`config.mk`:
```
export PLATFORM = sky130hd
export DESIGN_NAME = gnf_ctrl
export DESIGN_NICKNAME = d
export VERILOG_FILES = /design/src/group_norm_forward_macros.svh /design/src/gnf_pkg.sv /design/src/gnf_ctrl.sv
export SDC_FILE = /design/constraint.sdc
export NUM_CORES = 1
export LEC_CHECK = 0
export BUFFER_PORTS_ARGS = -buffer_cell sky130_fd_sc_hd__clkbuf_2
export CORE_AREA = 2 2 39 41
export CTS_CLUSTER_SIZE = 28
export DETAILED_ROUTE_END_ITERATION = 7
export DIE_AREA = 0 0 41 43
export PLACE_DENSITY = 0.77
export RECOVER_POWER = 25
export SLEW_MARGIN = 5
export SYNTH_ARGS = -nofsm -noshare
export SYNTH_HDL_FRONTEND = slang
export SYNTH_SLANG_ARGS = --single-unit
export TNS_END_PERCENT = 20
```
`constraint.sdc`:
```
create_clock -name aclk -period 1.7 [get_ports aclk]
set_input_delay 0.085 -clock aclk [delete_from_list [all_inputs] [get_ports aclk]]
set_output_delay 0.085 -clock aclk [all_outputs]
set_load 0.1 [all_outputs]
```
`src/group_norm_forward_macros.svh`:
```
// Assertion macros used by the group normalisation datapath.
// Define ASSERT_OFF to compile the assertions out.
`ifndef GROUP_NORM_FORWARD_MACROS_SVH
`define GROUP_NORM_FORWARD_MACROS_SVH
`ifndef ASSERT_OFF
`define GNF_ASSERT(lbl, clk, rst_n, prop) \
    lbl: assert property (@(posedge clk) disable iff (!rst_n) prop) \
        else $error("group_norm_forward: assertion failed");
`define GNF_ASSERT_ALWAYS(lbl, clk, prop) \
    lbl: assert property (@(posedge clk) prop) \
        else $error("group_norm_forward: assertion failed");
`else
`define GNF_ASSERT(lbl, clk, rst_n, prop)
`define GNF_ASSERT_ALWAYS(lbl, clk, prop)
`endif
`endif

```
`src/gnf_pkg.sv`:
```
// ----------------------------------------------------------------------------
// gnf_pkg
// Types and fixed widths shared by the group normalisation block.
// ----------------------------------------------------------------------------
`default_nettype none
package gnf_pkg;

    // Fixed widths of the arithmetic (set by Q8.8 samples and groups up to 64).
    localparam int X_W    = 16;  // sample, gain, bias, normalised result
    localparam int SUM_W  = 23;  // running sum
    localparam int SQ_W   = 38;  // running sum of squares
    localparam int N_W    = 7;   // group size
    localparam int NQ_W   = 45;  // n times sum of squares
    localparam int S2_W   = 46;  // square of the sum
    localparam int D_W    = 43;  // n*Q - S*S
    localparam int NN_W   = 14;  // n*n
    localparam int RAD_W  = 61;  // n*n*2^48 and its quotient by D
    localparam int ROOT_W = 62;  // square root working width
    localparam int T_W    = 24;  // n*sample - sum
    localparam int GT_W   = 40;  // gain * t
    localparam int PP_W   = 53;  // partial product with 12 bits of inv_std
    localparam int P_W    = 64;  // full product
    localparam int V_W    = 40;  // product scaled down by 2^24
    localparam int M_W    = 39;  // magnitude fed to the divide by n
    localparam int INV_W  = 24;  // inverse standard deviation, Q8.16
    localparam int SQRT_STEPS = 31;
    localparam logic [INV_W-1:0] INV_MAX = {INV_W{1'b1}};

    typedef enum logic [4:0] {
        ST_LOAD,
        ST_PROD,
        ST_DIFF,
        ST_DIV_GO,
        ST_DIV_WAIT,
        ST_SQ_GO,
        ST_SQ_WAIT,
        ST_INV,
        ST_RD,
        ST_T,
        ST_G,
        ST_PLO,
        ST_PHI,
        ST_RND,
        ST_QDIV_GO,
        ST_QDIV_WAIT,
        ST_OUT
    } state_t;

    typedef struct packed {
        logic load;
        logic clear;
        logic prod;
        logic diff;
        logic div_go;
        logic sq_go;
        logic inv;
        logic rd;
        logic mul_t;
        logic mul_g;
        logic mul_lo;
        logic mul_hi;
        logic rnd;
        logic qdiv_go;
        logic out_load;
        logic idx_inc;
    } cmd_t;

    typedef struct packed {
        logic full_next;
        logic d_zero;
        logic div_busy;
        logic sq_busy;
        logic qdiv_busy;
        logic out_free;
        logic last;
    } stat_t;

endpackage
`default_nettype wire

```
`src/gnf_ctrl.sv`:
```
// ----------------------------------------------------------------------------
// gnf_ctrl
// Sequencer for loading, statistics and per-sample emission.
// ----------------------------------------------------------------------------
`default_nettype none
module gnf_ctrl (
    input  wire logic          aclk,
    input  wire logic          aresetn,
    input  wire logic          s_tvalid,
    input  wire logic          s_tlast,
    output logic               s_tready,
    input  wire gnf_pkg::stat_t stat,
    output gnf_pkg::cmd_t      cmd
);

    gnf_pkg::state_t state_reg, state_next;

    // Next state.
    always_comb begin
        state_next = state_reg;
        unique case (state_reg)
            gnf_pkg::ST_LOAD: begin
                if (s_tvalid && (s_tlast || stat.full_next)) begin
                    state_next = gnf_pkg::ST_PROD;
                end
            end
            gnf_pkg::ST_PROD: state_next = gnf_pkg::ST_DIFF;
            gnf_pkg::ST_DIFF: state_next = gnf_pkg::ST_DIV_GO;
            gnf_pkg::ST_DIV_GO: begin
                state_next = stat.d_zero ? gnf_pkg::ST_INV : gnf_pkg::ST_DIV_WAIT;
            end
            gnf_pkg::ST_DIV_WAIT: begin
                if (!stat.div_busy) begin
                    state_next = gnf_pkg::ST_SQ_GO;
                end
            end
            gnf_pkg::ST_SQ_GO: state_next = gnf_pkg::ST_SQ_WAIT;
            gnf_pkg::ST_SQ_WAIT: begin
                if (!stat.sq_busy) begin
                    state_next = gnf_pkg::ST_INV;
                end
            end
            gnf_pkg::ST_INV:     state_next = gnf_pkg::ST_RD;
            gnf_pkg::ST_RD:      state_next = gnf_pkg::ST_T;
            gnf_pkg::ST_T:       state_next = gnf_pkg::ST_G;
            gnf_pkg::ST_G:       state_next = gnf_pkg::ST_PLO;
            gnf_pkg::ST_PLO:     state_next = gnf_pkg::ST_PHI;
            gnf_pkg::ST_PHI:     state_next = gnf_pkg::ST_RND;
            gnf_pkg::ST_RND:     state_next = gnf_pkg::ST_QDIV_GO;
            gnf_pkg::ST_QDIV_GO: state_next = gnf_pkg::ST_QDIV_WAIT;
            gnf_pkg::ST_QDIV_WAIT: begin
                if (!stat.qdiv_busy) begin
                    state_next = gnf_pkg::ST_OUT;
                end
            end
            gnf_pkg::ST_OUT: begin
                if (stat.out_free) begin
                    state_next = stat.last ? gnf_pkg::ST_LOAD : gnf_pkg::ST_RD;
                end
            end
            default: state_next = gnf_pkg::ST_LOAD;
        endcase
    end

    // Commands to the datapath.
    always_comb begin
        cmd      = '0;
        s_tready = 1'b0;
        unique case (state_reg)
            gnf_pkg::ST_LOAD: begin
                s_tready = 1'b1;
                cmd.load = s_tvalid;
            end
            gnf_pkg::ST_PROD:    cmd.prod    = 1'b1;
            gnf_pkg::ST_DIFF:    cmd.diff    = 1'b1;
            gnf_pkg::ST_DIV_GO:  cmd.div_go  = !stat.d_zero;
            gnf_pkg::ST_SQ_GO:   cmd.sq_go   = 1'b1;
            gnf_pkg::ST_INV:     cmd.inv     = 1'b1;
            gnf_pkg::ST_RD:      cmd.rd      = 1'b1;
            gnf_pkg::ST_T:       cmd.mul_t   = 1'b1;
            gnf_pkg::ST_G:       cmd.mul_g   = 1'b1;
            gnf_pkg::ST_PLO:     cmd.mul_lo  = 1'b1;
            gnf_pkg::ST_PHI:     cmd.mul_hi  = 1'b1;
            gnf_pkg::ST_RND:     cmd.rnd     = 1'b1;
            gnf_pkg::ST_QDIV_GO: cmd.qdiv_go = 1'b1;
            gnf_pkg::ST_OUT: begin
                if (stat.out_free) begin
                    cmd.out_load = 1'b1;
                    cmd.clear    = stat.last;
                    cmd.idx_inc  = !stat.last;
                end
            end
            default: cmd = '0;
        endcase
    end

    // State register.
    always_ff @(posedge aclk) begin
        if (!aresetn) begin
            state_reg <= gnf_pkg::ST_LOAD;
        end else begin
            state_reg <= state_next;
        end
    end

endmodule
`default_nettype wire

```
Yosys cells after proc, flatten, opt, wreduce, memory -nomap -nowiden. Index checks and enable logic that the tools add are counted.

Flip-flop bits (word level): 5. Bits of input ports: 11. Output and inout port bits: 17. Word-level logic and storage cells: 54.

Equal/unequal tests: 21. Multiplexer cells: 26. Reductions and logical operators: 6.

Operators with widths (number): $pmux W5 S17 (1); $eq A5 B4 Y1 const B (8); $mux W5 (5); $eq A5 B3 Y1 const B (4); $mux W1 (16); $eq A5 B2 Y1 const B (2); $ne A2 B2 Y1 const B (5); $mux W2 (3); $eq A5 B1 Y1 const B (1); $eq A5 B5 Y1 const B (1); $logic_not A5 Y1 (1); $reduce_and A5 Y1 (1); $mux W4 (1); $logic_not A1 Y1 (2); $logic_and A1 B1 Y1 (1); $logic_or A1 B1 Y1 (1).

Logic depth before layout (Yosys ltp). Gate-level depths: netlist (run 1).

Depth in word-level cells: 4. Gate-level depth with buffers: 5. Gate-level depth less buffers: 4.

Worst setup path before layout (run 1). Ideal clock, no wire load.

Path kind: register to output. Start point: register state_reg[4]. End point: output port cmd[14] in the netlist's numbering. Arrival time: 3.965 ns. Data required time: 1.615 ns. Path slack: -2.350 ns. Stages on the path, launching flop included: 5. Path through: dfxtp_1 buf_6 or4b_4 nor3_1 and2_1.

RTL lines: start, declared (RTL line gnf_ctrl.sv:16) `gnf_pkg::state_t state_reg, state_next;`; start signal, assigned (RTL line gnf_ctrl.sv:100) `state_reg <= gnf_pkg::ST_LOAD;`; start signal, assigned (RTL line gnf_ctrl.sv:102) `state_reg <= state_next;`; end, declared (RTL line gnf_ctrl.sv:13) `output gnf_pkg::cmd_t cmd`.

==> impl_metrics.env, run 1 <==
export IMPL_synth_edff_count=0
export IMPL_diodes=0
export IMPL_hold_viol=0
export IMPL_grt_usage=0.205
export IMPL_min_period_over_period=1.04
export IMPL_grt_overflow_total=0
export IMPL_setup_tns_ns=-0.180
export IMPL_cts_buffers=3
export IMPL_nets=114
export IMPL_firstDrtPassIters=4
export IMPL_first_iter_violations=6
export IMPL_yosys_warnings=0
export IMPL_core_area_sq_mm=0.00138
export IMPL_vias_per_cell=5.31
export IMPL_ys_seq_area_frac=0.207
export IMPL_slew_violations=0
export IMPL_hp_class="in2reg"
export IMPL_seq_area_sq_um=106
export IMPL_slew_limit_headroom=0.815
export IMPL_syn_to_final_growth_pct=114
export IMPL_setup_violations=5
export IMPL_mostFrequentLayoutCells="18 x buf_12, 11 x nor2_1, 11 x clkbuf_2, 7 x buf_4, 4 x nand2_1"
export IMPL_yosys_top_cells_area="dfxtp_1 21%, nor2_1 11%, nor3_1 5.2%, o32ai_2 3.4%, a21oi_1 3.1%"
export IMPL_drcViolationCount=0
export IMPL_crit_chain="or4b_4, buf_12, nor4_4, buf_12"
export IMPL_yosysUniqueCellTypes=32
export IMPL_largest_reg_flops=5
export IMPL_worst_slack_ns=-0.0597
export IMPL_placed_cells=111
export IMPL_instances_no_fill=118
export IMPL_async_flop_share=0
export IMPL_vias=626
export IMPL_worst_setup_path_end_kind="output pin"
export IMPL_die_area_sq_mm=0.00176
export IMPL_cts_tree="yes"
export IMPL_yosysTopAreaCell="dfxtp_1"
export IMPL_rows=14
export IMPL_path_clk_slew_ns=0.04
export IMPL_cts_htree_levels=1
export IMPL_place_detailed_hpwl_mm=1.29
export IMPL_clock_path_buffers=2
export IMPL_final_common_cell="buf_12"
export IMPL_worstPathRequired_ns=1.62
export IMPL_peakVddDrop_mv=0.507
export IMPL_gp_congestion=0.931
export IMPL_io_buffers=27
export IMPL_grt_max_degree=14
export IMPL_cpPeakStageDelay_ns=0.58
export IMPL_clock_sinks=5
export IMPL_synth_area_sq_um=483
export IMPL_dieWidth_microns=41
export IMPL_crit_fanout=2
export IMPL_worst_path_most_repeated_cell="buf_12"
export IMPL_avgSynthCellArea_sq_um=7.21
export IMPL_fmax_ghz=0.568
export IMPL_nFillCells=93
export IMPL_drive_gt1_frac=0.569
export IMPL_p_per_area_mw_per_mm2=658
export IMPL_insertion_delay_ns=0.23
export IMPL_antenna_left=0
export IMPL_synthesis_nets=78
export IMPL_initial_utilization=0.349
export IMPL_syn_inst=67
export IMPL_multi_input_area_sq_um=402
export IMPL_synth_top_cell_area_share=0.207
export IMPL_antenna_found_initial=0
export IMPL_ios=28
export IMPL_rsz0062_at_grt="true"
export IMPL_synth_ff_type="dfxtp_1"
export IMPL_p_leak_uw=0.000403
export IMPL_start_kind="flip-flop"
export IMPL_first_global_vias=616
export IMPL_cts_root_buffer="clkbuf_4"
export IMPL_worstMarginPinSlew_ns=0.275
export IMPL_finClkSkew_ns=0.00235
export IMPL_cp_data_arrival_time_ns=1.67
export IMPL_ys_seq_elements=5
export IMPL_grt_pass1_wl_mm=2.57
export IMPL_finalCriticalPeriod_ns=1.76
export IMPL_drv_cap=0
export IMPL_outcome="finished, violations left"
export IMPL_die_y_microns=43
export IMPL_violations="negative setup slack"
export IMPL_wl_mm=1.60
export IMPL_cp_slowest_cell="or4b_4"
export IMPL_wl_per_cell_microns=13.5
export IMPL_critPathKind="reg2out"
[cell usage after synthesis, types with 2 or more instances]
| library cell | n |
|---|---|
| nand2b_1 | 2 |
| buf_2 | 3 |
| o21ai_0 | 2 |
| and2_1 | 2 |
| o21a_1 | 2 |
| nor2_1 | 14 |
| a21oi_1 | 3 |
| nor3_1 | 5 |
| nor2b_1 | 2 |
| dfxtp_1 | 5 |
| inv_1 | 3 |
| nand2_1 | 4 |
[per-layer routing]
metal	vias to the layer above	share of wire	track usage
met3	0	0.046	0.00524
li1	310	-	-
met1	292	0.42	0.238
met4	0	0	0.0800
met2	24	0.53	0.366
met5	-	0	0
[power by group]
| group | switching (uW) | total, uW | leakage [uW] | internal, uW |
|---|---|---|---|---|
| sequential | 9.72 | 137 | 0.0000424 | 127 |
| clock | 39.8 | 128 | 0.0000150 | 88.2 |
| combinational | 264 | 415 | 0.000346 | 152 |
| total | 313 | 680 | 0.000403 | 367 |
[worst paths after layout]
| path | startpoint | to | slack, ns | cells past startpoint |
|---|---|---|---|---|
| min reg2reg | state_reg[2] | state_reg[1] | 0.71 | 3 |
| min | aresetn | state_reg[0] | 0.10 | 2 |
| max reg2reg | state_reg[0] | state_reg[3] | -0.03 | 6 |
| max | state_reg[0] | cmd[0] | -0.06 | 4 |
[through the flow]
| step | utilization | setup WS, ns | power, uW | hold WS, ns | instance area, sq um |
|---|---|---|---|---|---|
| final | 0.747 | -0.0597 | 680 | 0.101 | 1030 |
| after global routing | 0.747 | -0.110 | 715 | 0.102 | 1030 |
| after CTS | 0.748 | -0.0767 | 688 | 0.104 | 1030 |
| after detailed placement | 0.701 | 0.109 | 556 | 0.350 | 970 |
| after global placement | 0.701 | 0.168 | 549 | 0.348 | 970 |
| after floorplan | - | -0.626 | 416 | 0.203 | 551 |
[logic make-up (layout without fill, tap and decap cells)]
group,count (synthesis),after routing,synth area share
simple gates,38,38,0.435
compound gates,15,15,0.251
buf+inv,8,43,0.0855
flops,5,5,0.207
mux,1,1,0.0207
[critical path: cells and delay by family, from the launching register on]
family | cells | cell delay (ns)
buffers and inverters | 2 | 0.36
AND/OR/NAND/NOR | 2 | 0.76
flip-flops | 1 | 0.31
[cell type report]
cell class | count | share of cell area
repair buffers | 36 | 0.453
multi-input cells | 54 | 0.389
flip-flops and latches | 5 | 0.103
clock buffers | 4 | 0.0254
well taps | 16 | 0.0194
inverters | 3 | 0.0109
[repair_timing]
item	in CTS	in global routing
endpoints found under the setup margin	7	10
buffers inserted	3	0
pin swaps	2	1
gates resized for setup	2	1
cloned	0	0
hold buffers	0	0
endpoints found under the hold margin	0	0
No activity file was read; power rests on OpenSTA's default activity.
==> run 2: changes to the inputs <==
--- a/config.mk
+++ b/config.mk
@@ -6,11 +6,13 @@
 export NUM_CORES = 1
 export LEC_CHECK = 0
 export BUFFER_PORTS_ARGS = -buffer_cell sky130_fd_sc_hd__clkbuf_2
-export CORE_AREA = 2 2 39 41
+export CELL_PAD_IN_SITES_DETAIL_PLACEMENT = 1
+export CELL_PAD_IN_SITES_GLOBAL_PLACEMENT = 2
+export CORE_MARGIN = 1
+export CORE_UTILIZATION = 20
 export CTS_CLUSTER_SIZE = 28
 export DETAILED_ROUTE_END_ITERATION = 7
-export DIE_AREA = 0 0 41 43
-export PLACE_DENSITY = 0.77
+export PLACE_DENSITY = 0.83
 export RECOVER_POWER = 25
 export SLEW_MARGIN = 5
 export SYNTH_ARGS = -nofsm -noshare
==> run 2 against run 1 <==
  * The flow still finishes with violations (negative setup slack)
  * Clock-buffer cell count stayed put
  * Core utilization down 29 points
  * Combinational power is 1% lower
  * Via count is 2.7% higher
  * Sequential share of layout area down 0.15 points
  * Clock power rose by 5%
  * Power is 0.33% higher
  * Register-to-register slack better by 0.12 ns
  * Critical path type unchanged
  * Largest cell class unchanged
==> impl_metrics.env, run 2 (same netlist as run 1, synthesis figures left out) <==
export IMPL_first_iter_violations=12
export IMPL_vias_per_cell=4.98
export IMPL_design_area_sq_mm=0.00104
export IMPL_diodes=0
export IMPL_syn_to_final_growth_pct=115
export IMPL_ios=28
export IMPL_io_buffers=27
export IMPL_min_period_over_period=1.01
export IMPL_die_area_sq_mm=0.00262
export IMPL_first_global_vias=619
export IMPL_drcViolationCount=0
export IMPL_gp_congestion=0.716
export IMPL_grt_usage=0.156
export IMPL_met3WireLength_microns=81
export IMPL_post_place_ws_ns=0.104
export IMPL_cts_buffers=3
export IMPL_initial_utilization=0.214
export IMPL_drive_gt1_frac=0.554
export IMPL_outcome="finished, violations left"
export IMPL_worstMarginPinSlew_ns=0.327
export IMPL_worstPathRequired_ns=1.62
export IMPL_wl_per_cell_microns=14.0
export IMPL_top_layer_used="met4"
export IMPL_finalCriticalPeriod_ns=1.71
export IMPL_cts_root_buffer="clkbuf_4"
export IMPL_slew_limit_headroom=0.782
export IMPL_setup_tns_ns=-0.0140
export IMPL_core_area_sq_mm=0.00225
export IMPL_place_area_sq_um=977
export IMPL_cts_htree_levels=1
export IMPL_violations="negative setup slack"
export IMPL_antenna_left=0
export IMPL_hp_class="in2reg"
export IMPL_insertion_delay_ns=0.24
export IMPL_slew_violations=0
export IMPL_firstDrtPassIters=4
export IMPL_path_clk_slew_ns=0.04
export IMPL_final_common_cell="buf_12"
export IMPL_die_y_microns=51.1
export IMPL_fmax_ghz=0.583
export IMPL_finClkSkew_ns=0.00191
export IMPL_worst_slack_ns=-0.0140
export IMPL_route_met2_wl_microns=994
export IMPL_largest_reg_flops=5
export IMPL_grt_overflow_total=0
export IMPL_dieWidth_microns=51.1
export IMPL_clock_path_buffers=2
export IMPL_crit_fanout=3
export IMPL_place_detailed_hpwl_mm=1.49
export IMPL_drv_cap=0
export IMPL_nets=113
export IMPL_start_kind="flip-flop"
export IMPL_rsz0062_at_grt="true"
export IMPL_setup_violations=1
export IMPL_antenna_found_initial=0
export IMPL_grt_max_degree=14
export IMPL_p_per_area_mw_per_mm2=659
export IMPL_worst_setup_path_end_kind="output pin"
export IMPL_vias=643
export IMPL_mostFrequentLayoutCells="17 x buf_12, 11 x nor2_1, 11 x clkbuf_2, 7 x buf_4, 4 x nand2_1"
export IMPL_clock_sinks=5
export IMPL_peakVddDrop_mv=0.402
export IMPL_wl_mm=1.81
export IMPL_grt_pass1_wl_mm=2.97
export IMPL_critPathKind="reg2out"
export IMPL_wl_met1_microns=720
export IMPL_hold_viol=0
export IMPL_p_leak_uw=0.000394
export IMPL_cts_tree="yes"
export IMPL_rows=17
export IMPL_cp_data_arrival_time_ns=1.63
[run 2: cell count changes in the layout (fill, tap and decap cells not counted), sizes merged]
| cell | previous run | this run |
|---|---|---|
| buf | 25 | 24 |
[run 2: cell type report]
| type | instances | area (sq um) |
|---|---|---|
| clock buffer | 4 | 26.3 |
| fill | 280 | 1220 |
| inverter | 3 | 11.3 |
| multi-input combinational | 54 | 410 |
| sequential | 5 | 105 |
| tap | 28 | 35.0 |
| timing repair buffer | 35 | 448 |
[run 2: per-stage QoR]
stage / total power (uW) / hold WS (ns) / util / instances
3_3_place_gp: 550 / 0.355 / 0.433 / 122
3_5_place_dp: 556 / 0.365 / 0.433 / 122
4_1_cts: 694 / 0.108 / 0.450 / 127
5_1_grt: 724 / 0.116 / 0.459 / 129
2_1_floorplan: 416 / 0.203 / - / 67
6_report: 683 / 0.109 / 0.459 / 129
[run 2: final timing paths]
kind	startpoint	endpoint	slack, ns	cells past startpoint
worst min register to register	state_reg[1]	state_reg[1]	0.59	2
worst min-delay path	aresetn	state_reg[0]	0.11	2
worst max register to register	state_reg[3]	state_reg[3]	0.09	5
worst max-delay path	state_reg[3]	cmd[14]	-0.01	4
[run 2: what timing repair did]
item	in CTS	in global routing
endpoints found under the setup margin	7	8
gates cloned	0	0
setup buffers	1	2
pin swaps	3	1
hold buffers	0	0
gates resized for setup	2	2
[run 2: critical path, cell delays in order, from the launching register on]
cell and delay, ns:
dfxtp_1 0.31, or4b_4 0.58, nor3_4 0.15, and2_4 0.18, buf_12 0.16
[run 2: routing by layer]
metal / vias to the layer above / track usage
met4: 0 / 0.0694
met5: - / 0
met2: 24 / 0.276
met3: 2 / 0.0238
li1: 310 / -
met1: 307 / 0.181
[run 2: report_power, final]
group          internal [uW]  switching (uW)
Sequential               127            10.2
Combinational            146             265
Clock                   88.6            45.8
